==> config.mk <==
export PLATFORM = sky130hd
export DESIGN_NAME = interpolated_crossing_period_meter_unit
export DESIGN_NICKNAME = d
export VERILOG_FILES = /design/src/rtl/core/icpm_pkg.sv /design/src/rtl/core/interpolated_crossing_period_meter_unit.sv /design/src/rtl/core/icpm_front.sv /design/src/rtl/core/icpm_queue.sv /design/src/rtl/core/icpm_back.sv
export SDC_FILE = /design/constraint.sdc
export NUM_CORES = 1
export LEC_CHECK = 0
export BUFFER_PORTS_ARGS = -buffer_cell sky130_fd_sc_hd__buf_4
export CAP_MARGIN = 20
export CORE_MARGIN = 5
export CORE_UTILIZATION = 45
export DETAILED_ROUTE_END_ITERATION = 10
export PLACE_DENSITY_LB_ADDON = 0.05
export SYNTH_ARGS = -nofsm -noshare
export SYNTH_HDL_FRONTEND = slang
export SYNTH_SLANG_ARGS = --single-unit
==> constraint.sdc <==
create_clock -name clk -period 5.3 [get_ports clk]
set_clock_uncertainty 0.1 [all_clocks]
set_input_delay 0.265 -clock clk [delete_from_list [all_inputs] [get_ports clk]]
set_output_delay 0.265 -clock clk [all_outputs]
set_load 0.01 [all_outputs]
==> src/rtl/core/icpm_pkg.sv <==
// ----------------------------------------------------------------------------
// icpm_pkg
// Shared widths, constants and types of the crossing period meter.
// ----------------------------------------------------------------------------
package icpm_pkg;

    localparam int SAMPLE_BITS = 16;
    localparam int INDEX_BITS  = 20;
    localparam int FRAC_BITS   = 16;
    localparam int TIME_BITS   = INDEX_BITS + FRAC_BITS;
    localparam int OUT_BITS    = 36;
    localparam int THR_BITS    = 16;
    localparam int APB_DATA_BITS = 32;
    localparam int APB_ADDR_BITS = 3;

    localparam int QUEUE_DEPTH = 4;
    localparam int QPTR_BITS   = $clog2(QUEUE_DEPTH);
    localparam int QCNT_BITS   = $clog2(QUEUE_DEPTH + 1);

    localparam logic signed [THR_BITS-1:0] THRESHOLD_RESET = -16'sd100;

    // register word indexes
    localparam logic [0:0] REG_THRESHOLD = 1'b0;

    // one timed crossing handed from front to back
    typedef struct packed {
        logic [SAMPLE_BITS-1:0] num;
        logic [SAMPLE_BITS-1:0] den;
        logic [INDEX_BITS-1:0]  idx;
        logic                   emit;
    } crossing_t;

    typedef struct packed {
        logic full;
        logic empty;
        logic push;
        logic pop;
    } queue_status_t;

endpackage

==> src/rtl/core/interpolated_crossing_period_meter_unit.sv <==
// ----------------------------------------------------------------------------
// interpolated_crossing_period_meter_unit
// Times falling threshold crossings with a linear fraction, emits periods.
// ----------------------------------------------------------------------------
// input channel: sample and record_start, taken on in_valid high, in_stall low
// output channel: period_q16 in samples with 16 fraction bits, one beat per
//   crossing from the second crossing of a record onward
// config: apb port, threshold at address 0, pready always high
// throughput: one sample per cycle; in_stall rises only while the crossing
//   queue (4 entries) is full
// each crossing holds the one-bit-per-cycle divider through its division and
//   final step, and no new crossing is taken before then; crossings arriving
//   faster than that fill the queue and then back-pressure the input
// an output beat waiting on out_stall holds the divider after its next
//   result; samples keep flowing until the queue fills
// reset: threshold returns to -100, all crossing state and the queue are
//   cleared, the first sample afterwards starts a record
// ----------------------------------------------------------------------------
module interpolated_crossing_period_meter_unit (
    input  logic                                   clk,
    input  logic                                   rst_n,
    input  logic                                   in_valid,
    output logic                                   in_stall,
    input  logic signed [icpm_pkg::SAMPLE_BITS-1:0] sample,
    input  logic                                   record_start,
    output logic                                   out_valid,
    input  logic                                   out_stall,
    output logic [icpm_pkg::OUT_BITS-1:0]          period_q16,
    input  logic                                   psel,
    input  logic                                   penable,
    input  logic                                   pwrite,
    input  logic [icpm_pkg::APB_ADDR_BITS-1:0]     paddr,
    input  logic [icpm_pkg::APB_DATA_BITS-1:0]     pwdata,
    output logic [icpm_pkg::APB_DATA_BITS-1:0]     prdata,
    output logic                                   pready
);
    import icpm_pkg::*;

    logic signed [THR_BITS-1:0] threshold_reg;
    logic                       reg_hit;
    crossing_t                  push_data;
    crossing_t                  pop_data;
    logic                       q_full;
    logic                       q_empty;
    logic                       q_push;
    logic                       q_pop;

    assign pready  = 1'b1;
    assign reg_hit = (paddr[APB_ADDR_BITS-1:2] == REG_THRESHOLD);
    assign prdata  = reg_hit ? APB_DATA_BITS'(threshold_reg) : '0;

    always_ff @(posedge clk or negedge rst_n)
    begin
        if (!rst_n)
        begin
            threshold_reg <= THRESHOLD_RESET;
        end
        else if (psel && penable && pwrite && pready && reg_hit)
        begin
            threshold_reg <= pwdata[THR_BITS-1:0];
        end
    end

    icpm_front u_front (
        .clk          (clk),
        .rst_n        (rst_n),
        .in_valid     (in_valid),
        .in_stall     (in_stall),
        .sample       (sample),
        .record_start (record_start),
        .threshold    (threshold_reg),
        .q_full       (q_full),
        .push         (q_push),
        .push_data    (push_data)
    );

    icpm_queue u_queue (
        .clk       (clk),
        .rst_n     (rst_n),
        .push      (q_push),
        .push_data (push_data),
        .pop       (q_pop),
        .pop_data  (pop_data),
        .full      (q_full),
        .empty     (q_empty)
    );

    icpm_back u_back (
        .clk        (clk),
        .rst_n      (rst_n),
        .q_empty    (q_empty),
        .pop_data   (pop_data),
        .pop        (q_pop),
        .out_valid  (out_valid),
        .out_stall  (out_stall),
        .period_q16 (period_q16)
    );

    // queue never written while full
    assert property (@(posedge clk) disable iff (!rst_n) q_full |-> !q_push)
        else $error("crossing queue overflow");

    // queue never read while empty
    assert property (@(posedge clk) disable iff (!rst_n) q_empty |-> !q_pop)
        else $error("crossing queue underflow");

    // a period is always strictly positive
    assert property (@(posedge clk) disable iff (!rst_n) out_valid |-> period_q16 != '0)
        else $error("zero period emitted");

endmodule

==> src/rtl/core/icpm_front.sv <==
// ----------------------------------------------------------------------------
// icpm_front
// Tracks previous sample and index, detects falling crossings and queues them.
// ----------------------------------------------------------------------------
module icpm_front (
    input  logic                                clk,
    input  logic                                rst_n,
    input  logic                                in_valid,
    output logic                                in_stall,
    input  logic signed [icpm_pkg::SAMPLE_BITS-1:0] sample,
    input  logic                                record_start,
    input  logic signed [icpm_pkg::THR_BITS-1:0]    threshold,
    input  logic                                q_full,
    output logic                                push,
    output icpm_pkg::crossing_t                 push_data
);
    import icpm_pkg::*;

    localparam logic [INDEX_BITS-1:0] INDEX_MAX = {INDEX_BITS{1'b1}};
    localparam int DIFF_BITS = (SAMPLE_BITS > THR_BITS ? SAMPLE_BITS : THR_BITS) + 1;

    logic signed [SAMPLE_BITS-1:0] prev_reg, prev_next;
    logic                          have_prev_reg, have_prev_next;
    logic [INDEX_BITS-1:0]         idx_reg, idx_next;
    logic                          seen_reg, seen_next;
    logic [INDEX_BITS-1:0]         last_idx_reg, last_idx_next;

    logic                          accept;
    logic [INDEX_BITS-1:0]         idx_inc;
    logic signed [DIFF_BITS-1:0]   prev_x, cur_x, thr_x, num_x, den_x;
    logic                          crossing;

    assign in_stall = q_full;
    assign accept   = in_valid && !in_stall;

    assign idx_inc = (idx_reg != INDEX_MAX) ? idx_reg + 1'b1 : idx_reg;
    assign prev_x  = DIFF_BITS'(prev_reg);
    assign cur_x   = DIFF_BITS'(sample);
    assign thr_x   = DIFF_BITS'(threshold);
    assign num_x   = prev_x - thr_x;
    assign den_x   = prev_x - cur_x;

    assign crossing = (prev_x > thr_x) && (cur_x < thr_x)
                      && (!seen_reg || idx_inc > last_idx_reg);

    always_comb
    begin
        prev_next      = prev_reg;
        have_prev_next = have_prev_reg;
        idx_next       = idx_reg;
        seen_next      = seen_reg;
        last_idx_next  = last_idx_reg;
        push           = 1'b0;
        push_data.num  = num_x[SAMPLE_BITS-1:0];
        push_data.den  = den_x[SAMPLE_BITS-1:0];
        push_data.idx  = idx_inc;
        push_data.emit = seen_reg;
        if (accept)
        begin
            prev_next = sample;
            if (record_start || !have_prev_reg)
            begin
                have_prev_next = 1'b1;
                idx_next       = '0;
                seen_next      = 1'b0;
                last_idx_next  = '0;
            end
            else
            begin
                idx_next = idx_inc;
                if (crossing)
                begin
                    push          = 1'b1;
                    seen_next     = 1'b1;
                    last_idx_next = idx_inc;
                end
            end
        end
    end

    always_ff @(posedge clk or negedge rst_n)
    begin
        if (!rst_n)
        begin
            prev_reg      <= '0;
            have_prev_reg <= 1'b0;
            idx_reg       <= '0;
            seen_reg      <= 1'b0;
            last_idx_reg  <= '0;
        end
        else
        begin
            prev_reg      <= prev_next;
            have_prev_reg <= have_prev_next;
            idx_reg       <= idx_next;
            seen_reg      <= seen_next;
            last_idx_reg  <= last_idx_next;
        end
    end

endmodule

==> src/rtl/core/icpm_queue.sv <==
// ----------------------------------------------------------------------------
// icpm_queue
// Small first-in first-out queue of crossings between front and back.
// ----------------------------------------------------------------------------
module icpm_queue (
    input  logic                  clk,
    input  logic                  rst_n,
    input  logic                  push,
    input  icpm_pkg::crossing_t   push_data,
    input  logic                  pop,
    output icpm_pkg::crossing_t   pop_data,
    output logic                  full,
    output logic                  empty
);
    import icpm_pkg::*;

    crossing_t               mem [QUEUE_DEPTH];
    logic [QPTR_BITS-1:0]    wr_ptr_reg, wr_ptr_next;
    logic [QPTR_BITS-1:0]    rd_ptr_reg, rd_ptr_next;
    logic [QCNT_BITS-1:0]    count_reg, count_next;

    assign full     = (count_reg == QCNT_BITS'(QUEUE_DEPTH));
    assign empty    = (count_reg == '0);
    assign pop_data = mem[rd_ptr_reg];

    always_comb
    begin
        wr_ptr_next = wr_ptr_reg;
        rd_ptr_next = rd_ptr_reg;
        count_next  = count_reg;
        if (push)
        begin
            wr_ptr_next = QPTR_BITS'((32'(wr_ptr_reg) + 1) % QUEUE_DEPTH);
        end
        if (pop)
        begin
            rd_ptr_next = QPTR_BITS'((32'(rd_ptr_reg) + 1) % QUEUE_DEPTH);
        end
        if (push && !pop)
        begin
            count_next = count_reg + 1'b1;
        end
        else if (pop && !push)
        begin
            count_next = count_reg - 1'b1;
        end
    end

    always_ff @(posedge clk)
    begin
        if (push)
        begin
            mem[wr_ptr_reg] <= push_data;
        end
    end

    always_ff @(posedge clk or negedge rst_n)
    begin
        if (!rst_n)
        begin
            wr_ptr_reg <= '0;
            rd_ptr_reg <= '0;
            count_reg  <= '0;
        end
        else
        begin
            wr_ptr_reg <= wr_ptr_next;
            rd_ptr_reg <= rd_ptr_next;
            count_reg  <= count_next;
        end
    end

endmodule

==> src/rtl/core/icpm_back.sv <==
// ----------------------------------------------------------------------------
// icpm_back
// Serial fraction divider, crossing time and period output register.
// ----------------------------------------------------------------------------
module icpm_back (
    input  logic                         clk,
    input  logic                         rst_n,
    input  logic                         q_empty,
    input  icpm_pkg::crossing_t          pop_data,
    output logic                         pop,
    output logic                         out_valid,
    input  logic                         out_stall,
    output logic [icpm_pkg::OUT_BITS-1:0] period_q16
);
    import icpm_pkg::*;

    localparam int CNT_BITS = $clog2(FRAC_BITS);
    localparam int WIDE_BITS = (TIME_BITS > OUT_BITS) ? TIME_BITS : OUT_BITS;
    localparam logic [CNT_BITS-1:0] CNT_LAST = CNT_BITS'(FRAC_BITS - 1);
    localparam logic [WIDE_BITS-1:0] OUT_MAX = WIDE_BITS'({OUT_BITS{1'b1}});

    typedef enum logic [1:0] {
        S_IDLE,
        S_DIV,
        S_FIN
    } state_t;

    state_t                  state_reg;
    logic [SAMPLE_BITS-1:0]  rem_reg;
    logic [SAMPLE_BITS-1:0]  den_reg;
    logic [FRAC_BITS-1:0]    quo_reg;
    logic [INDEX_BITS-1:0]   idx_reg;
    logic                    emit_reg;
    logic [CNT_BITS-1:0]     cnt_reg;
    logic [TIME_BITS-1:0]    last_t_reg;
    logic                    out_valid_reg;
    logic [OUT_BITS-1:0]     period_reg;

    logic [SAMPLE_BITS:0]    rem_shift;
    logic [SAMPLE_BITS:0]    rem_sub;
    logic                    take;
    logic [TIME_BITS-1:0]    t_now;
    logic [WIDE_BITS-1:0]    diff_wide;
    logic [OUT_BITS-1:0]     period_sat;
    logic                    out_free;
    logic                    fin_load;

    // one restoring step per cycle
    assign rem_shift = {rem_reg, 1'b0};
    assign take      = rem_shift >= {1'b0, den_reg};
    assign rem_sub   = rem_shift - {1'b0, den_reg};

    assign t_now      = {idx_reg, quo_reg};
    assign diff_wide  = WIDE_BITS'(t_now - last_t_reg);
    assign period_sat = (diff_wide > OUT_MAX) ? OUT_MAX[OUT_BITS-1:0]
                                              : diff_wide[OUT_BITS-1:0];

    assign out_free   = !out_valid_reg || !out_stall;
    assign fin_load   = (state_reg == S_FIN) && emit_reg && out_free;
    assign pop        = (state_reg == S_IDLE) && !q_empty;
    assign out_valid  = out_valid_reg;
    assign period_q16 = period_reg;

    always_ff @(posedge clk or negedge rst_n)
    begin
        if (!rst_n)
        begin
            state_reg     <= S_IDLE;
            cnt_reg       <= '0;
            last_t_reg    <= '0;
            out_valid_reg <= 1'b0;
            rem_reg       <= '0;
            den_reg       <= '0;
            quo_reg       <= '0;
            idx_reg       <= '0;
            emit_reg      <= 1'b0;
            period_reg    <= '0;
        end
        else
        begin
            if (fin_load)
            begin
                out_valid_reg <= 1'b1;
            end
            else if (out_valid_reg && !out_stall)
            begin
                out_valid_reg <= 1'b0;
            end
            unique case (state_reg)
                S_IDLE:
                begin
                    if (!q_empty)
                    begin
                        rem_reg   <= pop_data.num;
                        den_reg   <= pop_data.den;
                        idx_reg   <= pop_data.idx;
                        emit_reg  <= pop_data.emit;
                        quo_reg   <= '0;
                        cnt_reg   <= '0;
                        state_reg <= S_DIV;
                    end
                end
                S_DIV:
                begin
                    rem_reg <= take ? rem_sub[SAMPLE_BITS-1:0] : rem_shift[SAMPLE_BITS-1:0];
                    quo_reg <= {quo_reg[FRAC_BITS-2:0], take};
                    cnt_reg <= cnt_reg + 1'b1;
                    if (cnt_reg == CNT_LAST)
                    begin
                        state_reg <= S_FIN;
                    end
                end
                S_FIN:
                begin
                    if (!emit_reg)
                    begin
                        last_t_reg <= t_now;
                        state_reg  <= S_IDLE;
                    end
                    else if (out_free)
                    begin
                        period_reg    <= period_sat;
                        last_t_reg    <= t_now;
                        state_reg     <= S_IDLE;
                    end
                end
                default:
                begin
                    state_reg <= S_IDLE;
                end
            endcase
        end
    end

endmodule

* Word-level counts from Yosys, hierarchy flattened *
Memories as Yosys holds them, arrays and structs flattened.
Index checks and enable logic that the tools add are counted.

word-level totals
  register bits after elaboration = 229
  bits in writable memories = 212
  output and inout bits = 71
  logic and storage cells = 113
  memories kept = 1

cells by class
  add/sub/neg operators = 10
  $lt $le $gt $ge = 5
  equal/unequal tests = 9
  multiplexer cells = 31
  bitwise logic cells = 2
  reductions and logical operators = 36

memory list
  name         words  bits a word  read ports  clocked after Yosys merged registers in  wr ports  RTL line          text
  u_queue.mem  4      53           1           0                                        1         icpm_queue.sv:17  crossing_t mem [QUEUE_DEPTH];

operator list
  operator                                                         number
  36-bit 2-to-1 mux                                                3
  20-bit 2-to-1 mux                                                4
  16-bit case mux with 2 select lines                              2
  16-bit 2-to-1 mux                                                3
  16-bit subtractor                                                3
  36-bit > comparator, second input constant                       1
  36-bit subtractor                                                1
  32-bit 2-to-1 mux                                                1
  20-bit by 1-bit adder with 20-bit output, second input constant  1
  20-bit > comparator                                              1
  20-bit inequality test, second input constant                    1
  17-bit by 16-bit greater-or-equal comparator with 1-bit output   1
  16-bit > comparator                                              1
  16-bit less-than comparator                                      1
  1-bit logical AND                                                12
  2-bit AND reduction                                              5
  1-bit 2-to-1 mux                                                 9
  1-bit zero test                                                  8
  2-bit 2-to-1 mux                                                 4
  4-bit case mux with 2 select lines                               1
  2-bit nonzero test                                               4
  3-bit 2-to-1 mux                                                 2
  2-bit case mux with 3 select lines                               1
  3-bit AND reduction                                              2
  16 further kinds                                                 21

* Depth between registers and ports, before layout *
Gate-level depths: netlist of run 1.

  word-level depth = 12
  mapped depth = 27

* Hierarchy *
A second synthesis of run 1 with hierarchy kept.

unflattened totals
  cell total of the unflattened synthesis = 2003
  area, all modules = 23082.1 µm²

by module, submodules not included
  module                                   times used  cells each  area each (µm²)  seq. area each (µm²)
  icpm_back                                1           997         8826.0           3703.6
  icpm_queue                               1           311         8110.3           6541.3
  icpm_front                               1           626         5235.0           1451.4
  interpolated_crossing_period_meter_unit  1           69          910.9            415.4

* Worst setup path before layout of run 1 *
Ideal clock, no wire load.

  kind = register -> register
  start point = reg u_front.idx_reg[7]
  end point = mem u_queue.mem[0][0] (netlist bit), enable pin
  library setup time = 416 ps
  arrival = 4632 ps
  required time = 4784 ps
  slack = 151 ps
  cell stages (with the launch flop) = 18
  period minus slack after synthesis = 5149 ps
  cell sequence = dfrtp_1 -> and4_1 -> and4_1 -> and4_1 -> nand3_1 -> buf_2 -> and3_1 -> nand4_1 -> xor2_1 -> inv_1 -> ha_1 -> nand4_1 -> or2_2 -> o211ai_1 -> a21oi_1 -> nor3b_2 -> buf_4 -> and3_1

RTL lines
  what                    RTL line          text
  start, declared         icpm_front.sv:24  logic [INDEX_BITS-1:0] idx_reg, idx_next;
  start signal, assigned  icpm_front.sv:95  idx_reg <= idx_next;
  end, declared           icpm_queue.sv:17

==> results of run 1 <==
## worst min-delay path: cells and delay by family
| family | cells | cell delay, ns |
|---|---|---|
| compound gates | 1 | 0.23 |
| buf+inv | 1 | 0.08 |
| simple gates | 1 | 0.11 |
## cell type report
| type | instances | area (um^2) | area share, % |
|---|---|---|---|
| multi-input cells | 1210 | 9120 | 35.4 |
| well taps | 664 | 831 | 3.22 |
| repair buffers | 180 | 1510 | 5.85 |
| flip-flops and latches | 441 | 12100 | 47.0 |
| clock inverters | 22 | 278 | 1.08 |
| clock buffers | 69 | 1380 | 5.36 |
| inverters | 149 | 559 | 2.17 |
## power breakdown
group	internal, uW	switching, uW
clock network	2110	1370
logic	2650	3530
registers	4540	510
## how the worst max path moves through the flow
stage               slack [ns]                    to  depth (start not counted)               start
finish                    0.27  u_queue.count_reg[2]                         22  u_front.idx_reg[9]
global route            -0.002  u_queue.count_reg[2]                         22  u_front.idx_reg[9]
CTS                       0.15  u_queue.count_reg[2]                         22  u_front.idx_reg[9]
detailed placement        0.17  u_queue.count_reg[2]                         22  u_front.idx_reg[9]
global placement          0.29  u_queue.count_reg[2]                         22  u_front.idx_reg[8]
floorplan                 0.15     u_queue.mem[0][0]                         17  u_front.idx_reg[7]
## timing repair
item / 4_1_cts / 5_1_grt
buffers inserted: 0 / 1
hold buffers: 35 / 0
gates resized for setup: 0 / 7
endpoints found under the hold margin: 133 / 0
setup endpoints to repair: 0 / 2
## metrics by stage
stage          util [%]  instance area (um^2)
5_1_grt            52.8                 25800
6_report           52.8                 25800
2_1_floorplan         -                 22100
3_5_place_dp       48.6                 23800
3_3_place_gp       48.6                 23800
4_1_cts            52.8                 25800
## metal layers
layer / up-vias / routed length (um)
li1: 7059 / -
met1: 6962 / 22600
met2: 267 / 21600
met3: 67 / 1870
met4: 0 / 1020
met5: - / 0
## cells in the final DEF (no fill, tap or decap), types with 14 or more instances in the layout
cell,Yosys,layout
nand2_1,243,242
dfrtp_1,217,215
edfxtp_1,212,212
inv_1,149,149
o21ai_0,142,142
buf_4,18,139
ha_1,124,124
nor2_1,70,70
a21oi_1,69,69
mux2_2,55,55
xnor2_1,55,54
mux4_2,53,53
clkbuf_16,0,51
a21o_1,40,40
xor2_1,36,36
dlygate4sd3_1,0,35
nand3_1,31,30
nor2b_1,20,19
nor3_1,19,18
mux2i_1,17,17
a31oi_1,17,17
o2bb2ai_1,17,17
and3_1,21,16
o21a_1,15,15
nand4_1,14,14
clkbuf_1,51,14
## kinds of logic after synthesis
kind of cell | synth area share [%]
fa+ha+maj | 7.46
buf+inv | 4.28
flops | 54.7
simple gates | 9.83
compound gates | 11.1
xor+xnor | 3.60
other cells | 0.0169
mux | 9.01
==> impl_results.md, run 1 <==
- Post-Syn Instances: 1882
- Area of the core: 0.0488 mm^2
- Clk_lat worst skew: 0.58 ns
- Row count: 81
- Worst EP arrival: 5.43 ns
- Detailed Route Iter0 Violations: 888
- Io pins: 130
- Vias: 14.4k
- DR DRC count: 0
- Synth cell count leaders: nand2_1, dfrtp_1, edfxtp_1, inv_1, o21ai_0
- IO Port Bufs: 110
- Bufs and invs on worst path: 3
- Final setup fails: 0
- Min-Delay Endpoint: u_front.seen_reg
- Post-synthesis sequential area ratio: 54.7%
- Most frequent cell after synthesis: nand2_1
- Die Area: 0.0537 mm^2
- Distinct cells, synth: 75
- Dpl hpwl: 32200 um
- GPL Wtd Cong: 0.863
- EDFF count, synth: 212
- Post-Route WL: 47100 um
- DIE HEIGHT: 232 um
- Fill count: 4294
- Vias per std cell: 5.25
- Final worst slack: 0.270 ns
- ANT cells: 0
- Initial antenna violation count: 0
- Leakage: 0.0110 uW
- Layout Cells excl Fill: 2735
- Max-cap violations: 0
- Relative slew slack: 32.7%
- Pwr Total: 14700 uW
- Largest net degree at the start of global routing: 132
- Worst-Margin Slew: 1.01 ns
- Starting Density: 45.3%
- Tcrit/Tclk final: 94.9%
- Crit-path max FO: 6
- Worst Hold Class: primary input to flop
- Inst Count DP: 2608
- Top cell type's share of synthesized area: 28.8%
- Synth area leader: edfxtp_1
- Ratio of cells with drive above 1 in the final layout: 18.0%
- Largest stage delay, worst path: 0.42 ns
- Max Root-Sink Buffers: 3
- Met3 global-route usage: 2.93%
- Max reg flops: 212
- Hold_sp: record_start
- TritonCTS clock tree: yes
- WL/cell: 17.2 um
- CP cell instances: and4_4 -> and4_2 -> and4_4 -> nand3_2 -> and3_2 -> nand4_1 -> xor2_1 -> inv_1 -> ha_1 -> nand4_1 -> or2_2 -> o211ai_1 -> a21oi_1 -> nor3b_2 -> nand2_4 -> inv_1 -> ha_1 -> inv_1 -> fa_1 -> xor2_1 -> nor2_1 -> xor2_1
- Worst endpoint required time: 5.70 ns
- CTS clk-pin slew, worst paths: 0.06 ns
- Ys async rst share: 51.9%
- Worst hold stages: 3
- GRT Util Overall: 17.5%
- Fin crit period: 5.03 ns
- Global-route wire length before repair: 76700 um
- Vias in the first global route: 14.4k
- Crit Path Class: flop to flop
- Status: complete, no violations
- ANT nets after route: 0
- Die W: 232 um
- Overflow after GRT: 0
- Top FF cell, synth: dfrtp_1
- Critical path's top delay family: simple AND/OR/NAND/NOR gates
- Top post-synthesis cells by area: edfxtp_1, dfrtp_1, ha_1
- Area Growth Syn to Fin: 16.5%
- Busiest grt layer: met2
- Synth warnings: 0
- Setup TNS: 0 ns
- VDD IR max: 0.267 mV
- GR Util met1: 25.2%
- Reg2reg setup slack: 0.27 ns
- Final hold slack: 0.0429 ns
- Worst path slowest cell: dfrtp_1
- FF-to-FF Start: u_front.idx_reg[9]
- Terminus of the critical flop-to-flop path: u_queue.count_reg[2]
- P per Cell Area: 571 mW/mm^2
- Count of final hold-check violations: 0
- Clk sinks: 441
- Root Driver: clkbuf_16
- Worst reg-to-reg path cell count: 22
- Fmax: 199 MHz
- Setup crit end kind: flop
- Cell Area, Synth: 0.0221 mm^2
- Worst Setup Start Kind: flop
- Avg Cell Area, Syn: 11.8 um^2
- Synthesized flop and latch total: 441
- # H-tree levels: 2
- Drt pass-1 iters: 5
- GR met2 Demand/Resource: 28.1%
- Pins over their slew limit: 0
- Nets: 2219
- CTS buffer count: 49
- Synth Net Count: 2070
- Worst slack, placed: 0.169 ns
(Power assumes the default switching activity.)
==> run 2, diff against run 1 <==
--- a/config.mk
+++ b/config.mk
@@ -8,7 +8,7 @@
 export BUFFER_PORTS_ARGS = -buffer_cell sky130_fd_sc_hd__buf_4
 export CAP_MARGIN = 20
 export CORE_MARGIN = 5
-export CORE_UTILIZATION = 45
+export CORE_UTILIZATION = 56
 export DETAILED_ROUTE_END_ITERATION = 10
 export PLACE_DENSITY_LB_ADDON = 0.05
 export SYNTH_ARGS = -nofsm -noshare
==> constraint.sdc (replaced) <==
create_clock -name clk -period 5.3 [get_ports clk]
set_clock_uncertainty 0.1 [all_clocks]
set_input_delay 0.265 -clock clk [delete_from_list [all_inputs] [get_ports clk]]
set_output_delay 0.265 -clock clk [all_outputs]
set_load 0.02 [all_outputs]
==> run 2 against run 1 <==
Net effect: sequential share of layout area is 0.36 points higher; worst setup slack better by 0.012 ns; non-clock buffer count is 2 lower; first-iteration DRC count is 4.6% lower; global-route usage is 3.4 points higher; critical path depth stayed put; core utilization is 13 points higher; cell count is 5.6% lower; fmax is 0.23% higher; total power is 0.28% higher; critical path type unchanged; critical endpoint unchanged.
==> impl_results.md, run 2 (synthesized netlist as in run 1, its figures left out) <==
- Status: complete, no violations (unchanged)
- Worst path most repeated cell: inv_1
- Fin crit period: 5.02 ns (was 5.03 ns)
- Leakage: 0.0110 uW (about the same)
- Worst path slowest cell: dfrtp_1 (unchanged)
- Vias per std cell: 5.56 (was 5.25)
- Clk_lat worst skew: 0.57 ns (was 0.58 ns)
- Finished Cell Area: 0.0256 mm^2 (was 0.0258 mm^2)
- CTS buffer count: 48 (was 49)
- Terminus of the critical flop-to-flop path: u_queue.count_reg[2] (unchanged)
- Worst Setup Start Kind: flop (unchanged)
- Worst slack, placed: 0.0815 ns (was 0.169 ns)
- # H-tree levels: 2 (unchanged)
- Die Area: 0.0436 mm^2 (was 0.0537 mm^2)
- Max reg flops: 212 (unchanged)
- Row count: 72 (was 81)
- Worst EP arrival: 5.41 ns (was 5.43 ns)
- Worst reg-to-reg path cell count: 22 (unchanged)
- Clk sinks: 441 (unchanged)
- Root Driver: clkbuf_16 (unchanged)
- Crit Path Class: flop to flop (unchanged)
- Critical path's top delay family: simple AND/OR/NAND/NOR gates (unchanged)
- Fmax: 199 MHz (about the same)
- VDD IR max: 0.276 mV (was 0.267 mV)
- Global-route wire length before repair: 75300 um (was 76700 um)
- GRT Util Overall: 21.0% (was 17.5%)
- IO Port Bufs: 110 (unchanged)
- P per Cell Area: 577 mW/mm^2 (was 571 mW/mm^2)
- Vias in the first global route: 14.4k (about the same)
- Setup TNS: 0 ns (unchanged)
- Post-Route WL: 45400 um (was 47100 um)
- Largest stage delay, worst path: 0.43 ns (was 0.42 ns)
- Final core occ: 65.8% (was 52.8%)
- Area of the core: 0.0389 mm^2 (was 0.0488 mm^2)
- Bufs and invs on worst path: 3 (unchanged)
- Count of final hold-check violations: 0 (unchanged)
- Overflow after GRT: 0 (unchanged)
- DR DRC count: 0 (unchanged)
- Placed instance area: 0.0236 mm^2 (was 0.0238 mm^2)
- Initial antenna violation count: 0 (unchanged)
- WP depth: 22 (unchanged)
- Setup crit end kind: flop (unchanged)
- Io pins: 130 (unchanged)
- Relative slew slack: 33.4% (was 32.7%)
- Commonest non-fill, non-tap cell in the layout: nand2_1 (unchanged)
- Commonest cells after routing, fill and taps aside: nand2_1, dfrtp_1, edfxtp_1 (unchanged)
- WL/cell: 17.6 um (was 17.2 um)
- Worst Hold Class: primary input to flop (unchanged)
- Area Growth Syn to Fin: 15.6% (was 16.5%)
- DIE HEIGHT: 209 um (was 232 um)
- Crit-path max FO: 7 (was 6)
- TritonCTS clock tree: yes (unchanged)
- Vias: 14.4k (about the same)
- Detailed Route Iter0 Violations: 847 (was 888)
- ANT nets after route: 0 (unchanged)
- Fill count: 2997 (was 4294)
- Min-Delay Endpoint: u_front.have_prev_reg (was u_front.seen_reg)
- Die W: 209 um (was 232 um)
- CTS clk-pin slew, worst paths: 0.06 ns (about the same)
- Worst-Margin Slew: 0.997 ns (was 1.01 ns)
- Ratio of cells with drive above 1 in the final layout: 18.2% (was 18.0%)
- Reg2reg setup slack: 0.28 ns (was 0.27 ns)
- Worst endpoint required time: 5.69 ns (was 5.70 ns)
- ANT cells: 0 (unchanged)
- GPL Wtd Cong: 0.855 (was 0.863)
- Pins over their slew limit: 0 (unchanged)
- Drt pass-1 iters: 5 (unchanged)
- Final worst slack: 0.282 ns (was 0.270 ns)
- Tcrit/Tclk final: 94.7% (was 94.9%)
- CP cell instances: and4_4 -> and4_1 -> and4_2 -> nand3_2 -> and3_1 -> nand4_1 -> xor2_2 -> inv_1 -> ha_1 -> nand4_1 -> or2_2 -> o211ai_1 -> a21oi_1 -> nor3b_2 -> nand2_4 -> inv_1 -> ha_1 -> inv_1 -> fa_1 -> xor2_1 -> nor2_1 -> xor2_1 (was and4_4 -> and4_2 -> and4_4 -> nand3_2 -> and3_2 -> nand4_1 -> xor2_1 -> inv_1 -> ha_1 -> nand4_1 -> or2_2 -> o211ai_1 -> a21oi_1 -> nor3b_2 -> nand2_4 -> inv_1 -> ha_1 -> inv_1 -> fa_1 -> xor2_1 -> nor2_1 -> xor2_1)
- Final setup fails: 0 (unchanged)
- Max-cap violations: 0 (unchanged)
- Starting Density: 56.9% (was 45.3%)
- Worst hold stages: 4 (was 3)
- Largest net degree at the start of global routing: 120 (was 132)
- Dpl hpwl: 31300 um (was 32200 um)
- Max Root-Sink Buffers: 3 (unchanged)
- Hold_sp: in_valid (was record_start)
- Nets: 2216 (was 2219)
- FF-to-FF Start: u_front.idx_reg[9] (unchanged)
- Final hold slack: 0.195 ns (was 0.0429 ns)
==> run 2: cell count changes in the layout (fill, tap and decap cells not counted), sizes merged <==
cell      change
clkinvlp      -1
bufinv        +1
clkbuf       -10
buf           -2
inv           +1
clkinv        +5
==> run 2: how the worst max path moves through the flow <==
stage	start	endpoint	slack [ns]
3_3_place_gp	u_front.idx_reg[7]	u_queue.count_reg[2]	0.21
3_5_place_dp	u_front.idx_reg[7]	u_queue.count_reg[2]	0.08
5_1_grt	u_front.idx_reg[9]	u_queue.count_reg[2]	-0.02
6_report	u_front.idx_reg[9]	u_queue.count_reg[2]	0.28
2_1_floorplan	u_front.idx_reg[7]	u_queue.mem[0][0]	0.15
4_1_cts	u_front.idx_reg[7]	u_queue.count_reg[2]	0.07
==> run 2: layout make-up <==
cell class	instances	area [um^2]	share of cell area [%]
Multi-Input combinational cell	1210	9130	35.7
Tap cell	518	648	2.53
Sequential cell	441	12100	47.3
Inverter	149	559	2.18
Timing Repair Buffer	178	1490	5.83
Clock inverter	28	342	1.33
Clock buffer	59	1310	5.13
==> run 2: layer usage <==
metal / vias to the layer above / part of all wire [%] / routed length [um] / global-route usage (%)
met1: 6988 / 48 / 21600 / 31.2
met3: 60 / 4.6 / 2090 / 3.24
li1: 7038 / - / - / -
met5: - / 0 / 0 / 0
met4: 0 / 2.3 / 1050 / 5.67
met2: 283 / 45 / 20700 / 32.5
==> run 2: worst min-delay path, delay by kind of cell <==
| kind | cells | cell delay, ns |
|---|---|---|
| AND/OR/NAND/NOR | 2 | 0.19 |
| buffers and inverters | 2 | 0.36 |
==> run 2: metrics by stage <==
step                total power [uW]  std cells
floorplan                       9700       1882
global placement               11200       2460
global route                   15900       2583
CTS                            14900       2582
detailed placement             11300       2460
finish                         14800       2583
==> run 2: what timing repair did <==
action                     in CTS  in global routing
buffers inserted                0                  1
hold buffers                   35                  0
setup endpoints to repair       0                159
hold endpoints to repair      153                  0
gates resized for setup         0                  7
==> run 2: power breakdown <==
part | switching, uW | internal [uW] | total [uW]
clock network | 1360 | 2110 | 3470
registers | 507 | 4540 | 5050
logic | 3580 | 2670 | 6250
==> run 3, diff against run 2 <==
--- a/config.mk
+++ b/config.mk
@@ -13,4 +13,5 @@
 export PLACE_DENSITY_LB_ADDON = 0.05
 export SYNTH_ARGS = -nofsm -noshare
 export SYNTH_HDL_FRONTEND = slang
+export SYNTH_HIERARCHICAL = 1
 export SYNTH_SLANG_ARGS = --single-unit
==> constraint.sdc (replaced) <==
create_clock -name clk -period 4.2 [get_ports clk]
set_clock_uncertainty 0.1 [all_clocks]
set_input_delay 0.21 -clock clk [delete_from_list [all_inputs] [get_ports clk]]
set_output_delay 0.21 -clock clk [all_outputs]
set_load 0.02 [all_outputs]
==> run 3 against run 2 <==
Net effect: synthesized area grew 4.2%; final area grew 5.2%; worst hold slack got worse by 0.13 ns; core utilization is 0.16 points higher; via count grew 9.7%; largest power group unchanged; highest routed layer unchanged; combinational power grew 45%.
==> impl_results.md, run 3 <==
- Io pins: 130 (unchanged)
- Finished Cell Area: 0.0269 mm^2 (was 0.0256 mm^2)
- Cell Area, Synth: 0.0231 mm^2 (was 0.0221 mm^2)
- Starting Density: 56.5% (was 56.9%)
- Post-Route WL: 51600 um (was 45400 um)
- Final setup fails: 0 (unchanged)
- VDD IR max: 0.345 mV (was 0.276 mV)
- Global-route wire length before repair: 84400 um (was 75300 um)
- ANT cells: 0 (unchanged)
- Status: complete, no violations (unchanged)
- P_sw: 7680 uW (was 5440 uW)
- Worst endpoint required time: 4.61 ns (was 5.69 ns)
- Max Root-Sink Buffers: 3 (unchanged)
- Clk pwr share: 21.1% (was 23.5%)
- EDFF count, synth: 212 (unchanged)
- Placed instance area: 0.0249 mm^2 (was 0.0236 mm^2)
- Worst-Margin Slew: 1.11 ns (was 0.997 ns)
- Worst EP arrival: 4.60 ns (was 5.41 ns)
- Post-synthesis sequential area ratio: 52.5% (was 54.7%)
- Overflow after GRT: 0 (unchanged)
- GPL Wtd Cong: 0.896 (was 0.855)
- Worst Hold Class: primary input to flop (unchanged)
- Die W: 213 um (was 209 um)
- Area Growth Syn to Fin: 16.7% (was 15.6%)
- Crit Path Class: flop to flop (unchanged)
- CP cell instances: and4_4 -> buf_6 -> nand4_1 -> o211a_4 -> nand2_2 -> xnor2_2 -> ha_1 -> nand4_1 -> nor4_4 -> a21boi_4 -> a2111oi_4 -> a211o_4 -> nor3_4 -> ha_2 -> inv_2 -> fa_2 -> xor2_1 -> nor2_1 -> xor2_1 (was and4_4 -> and4_1 -> and4_2 -> nand3_2 -> and3_1 -> nand4_1 -> xor2_2 -> inv_1 -> ha_1 -> nand4_1 -> or2_2 -> o211ai_1 -> a21oi_1 -> nor3b_2 -> nand2_4 -> inv_1 -> ha_1 -> inv_1 -> fa_1 -> xor2_1 -> nor2_1 -> xor2_1)
- Post-Synth Simple-Gate Area: 12.2% (was 9.83%)
- P per Cell Area: 730 mW/mm^2 (was 577 mW/mm^2)
- Max reg flops: 212 (unchanged)
- Mux contribution to synthesized area: 8.92% (was 9.01%)
- Post-Syn Instances: 2003 (was 1882)
- Top post-synthesis cells by area: edfxtp_1, dfrtp_1, ha_1 (unchanged)
- Ratio of cells with drive above 1 in the final layout: 20.1% (was 18.2%)
- Leakage: 0.0116 uW (was 0.0110 uW)
- Avg Cell Area, Syn: 11.5 um^2 (was 11.8 um^2)
- RSZ-0062 raised after global routing: true
- Nets: 2379 (was 2216)
- Layout Cells excl Fill: 2761 (was 2583)
- Worst path slowest cell: dfrtp_1 (unchanged)
- Setup crit end kind: flop (unchanged)
- Relative slew slack: 26.2% (was 33.4%)
- Vias in the first global route: 16.0k (was 14.4k)
- Inst Count DP: 2637 (was 2460)
- GRT Util Overall: 23.2% (was 21.0%)
- Synth area leader: edfxtp_1 (unchanged)
- Die Area: 0.0454 mm^2 (was 0.0436 mm^2)
- Synth cell count leaders: nand2_1, dfrtp_1, edfxtp_1, inv_1, ha_1 (was nand2_1, dfrtp_1, edfxtp_1, inv_1, o21ai_0)
- Tcrit/Tclk final: 99.8% (was 94.7%)
- WL/cell: 18.7 um (was 17.6 um)
- Worst Setup Start Kind: flop (unchanged)
- Fill count: 3095 (was 2997)
- CTS buffer count: 47 (was 48)
- Crit-path max FO: 4 (was 7)
- Vias per std cell: 5.71 (was 5.56)
- Synth warnings: 6 (was 0)
- Root Driver: clkbuf_16 (unchanged)
- Drt pass-1 iters: 5 (unchanged)
- Largest net degree at the start of global routing: 122 (was 120)
- Internal: 12000 uW (was 9320 uW)
- Vias: 15.8k (was 14.4k)
- Commonest non-fill, non-tap cell in the layout: nand2_1 (unchanged)
- Row count: 74 (was 72)
- Max-cap violations: 0 (unchanged)
- Flop pwr share: 32.8% (was 34.2%)
- Most frequent cell after synthesis: nand2_1 (unchanged)
- Synth Area in Compound Gates: 11.4% (was 11.1%)
- TritonCTS clock tree: yes (unchanged)
- CTS clk-pin slew, worst paths: 0.06 ns (about the same)
- Top cell type's share of synthesized area: 27.6% (was 28.8%)
- DIE HEIGHT: 213 um (was 209 um)
- ANT nets after route: 0 (unchanged)
- Combinational power share: 46.1% (was 42.3%)
- Count of final hold-check violations: 0 (unchanged)
- Combinational family with the most area after synthesis: simple AND/OR/NAND/NOR gates (was compound AO/OA/AOI/OAI gates)
- Distinct cells, synth: 91 (was 75)
- Initial antenna violation count: 0 (unchanged)
- Detailed Route Iter0 Violations: 1112 (was 847)
- Clk_lat worst skew: 0.59 ns (was 0.57 ns)
- Commonest cells after routing, fill and taps aside: nand2_1, dfrtp_1, edfxtp_1 (unchanged)
- Clk sinks: 441 (unchanged)
- Top FF cell, synth: dfrtp_1 (unchanged)
- Post-Synth Adder-Cell Area: 7.16% (was 7.46%)
- IO Port Bufs: 110 (unchanged)
- Synth Net Count: 2191 (was 2070)
- # H-tree levels: 2 (unchanged)
- Dpl hpwl: 36000 um (was 31300 um)
- Area of the core: 0.0408 mm^2 (was 0.0389 mm^2)
- Post-Synth XOR/XNOR Area: 3.07% (was 3.60%)
- Largest stage delay, worst path: 0.35 ns (was 0.43 ns)
- Fin crit period: 4.19 ns (was 5.02 ns)
- Synthesized flop and latch total: 441 (unchanged)
- Ys async rst share: 51.9% (unchanged)
- Fmax: 239 MHz (was 199 MHz)
- Sw frac: 39.0% (was 36.9%)
- Pins over their slew limit: 0 (unchanged)
- DR DRC count: 0 (unchanged)
run 3: worst max-delay path: cells and delay by family (launching register included):
family          cells  cell delay [ns]
buf+inv             2             0.14
simple gates        7             1.37
compound gates      4             0.88
fa+ha+maj           3             0.88
flops               1             0.35
xor+xnor            3             0.39
run 3: timing repair:
item                                    4_1_cts  5_1_grt
endpoints found under the setup margin      176       72
hold buffers                                 35        0
pin swaps                                     9        7
gates resized for setup                      15        7
setup buffers                                 1        2
hold endpoints to repair                    141        0
run 3: final cells by class:
cell class                      instances  area [um^2]  share of cell area [%]
Clock buffer                           58         1260                    4.67
Clock inverter                         29          295                    1.10
Inverter                              131          492                    1.83
Multi-Input combinational cell       1328        10000                    37.2
Sequential cell                       441        12100                    45.0
Tap cell                              532          666                    2.47
Timing Repair Buffer                  242         2070                    7.69
run 3: stage by stage:
step           setup TNS, ns  hold slack (ns)  util (%)  total power [uW]  setup WS, ns
2_1_floorplan          -2.42           -0.186         -             13000        -0.190
3_3_place_gp          -0.320            0.298      61.0             15100        -0.176
3_5_place_dp          -0.560            0.283      61.0             15400        -0.291
4_1_cts                    0           0.0366      65.8             19700       0.00273
5_1_grt               -0.304           0.0757      65.9             21000        -0.169
6_report                   0           0.0661      65.9             19700        0.0100
run 3: worst paths after layout:
path / from / end / slack, ns / cells after the start
setup reg to reg: u_front/idx_reg[13] / u_queue/count_reg[2] / 0.01 / 19
hold reg to reg: u_back/period_q16[0] / u_back/period_q16[0] / 0.38 / 2
setup / recovery: u_front/idx_reg[13] / u_queue/count_reg[2] / 0.01 / 19
min in group asynchronous: rst_n / u_front/prev_reg[1] / 0.15 / 2
hold / removal: in_valid / u_front/idx_reg[16] / 0.07 / 5
max in group asynchronous: rst_n / u_back/period_q16[5] / 2.82 / 3
run 3: cells by family after synthesis:
group	count (synthesis)
flops	441
other cells	1
xor+xnor	81
simple gates	594
buf+inv	234
compound gates	396
fa+ha+maj	129
mux	127
run 3: metal layers:
metal,vias to the layer above,global-route usage (%),part of all wire [%]
met5,-,0,0
met3,76,3.26,5.1
li1,7626,-,-
met4,0,6.05,2.0
met1,7702,33.4,46
met2,363,37.7,47
run 3: power groups by stage:
stage	registers, uW	logic, uW	clock network, uW
finish	6440	9070	4160
global route	6570	10000	4440
CTS	6450	8980	4270
detailed placement	6530	8830	0
global placement	6500	8620	0
floorplan	6230	6810	0
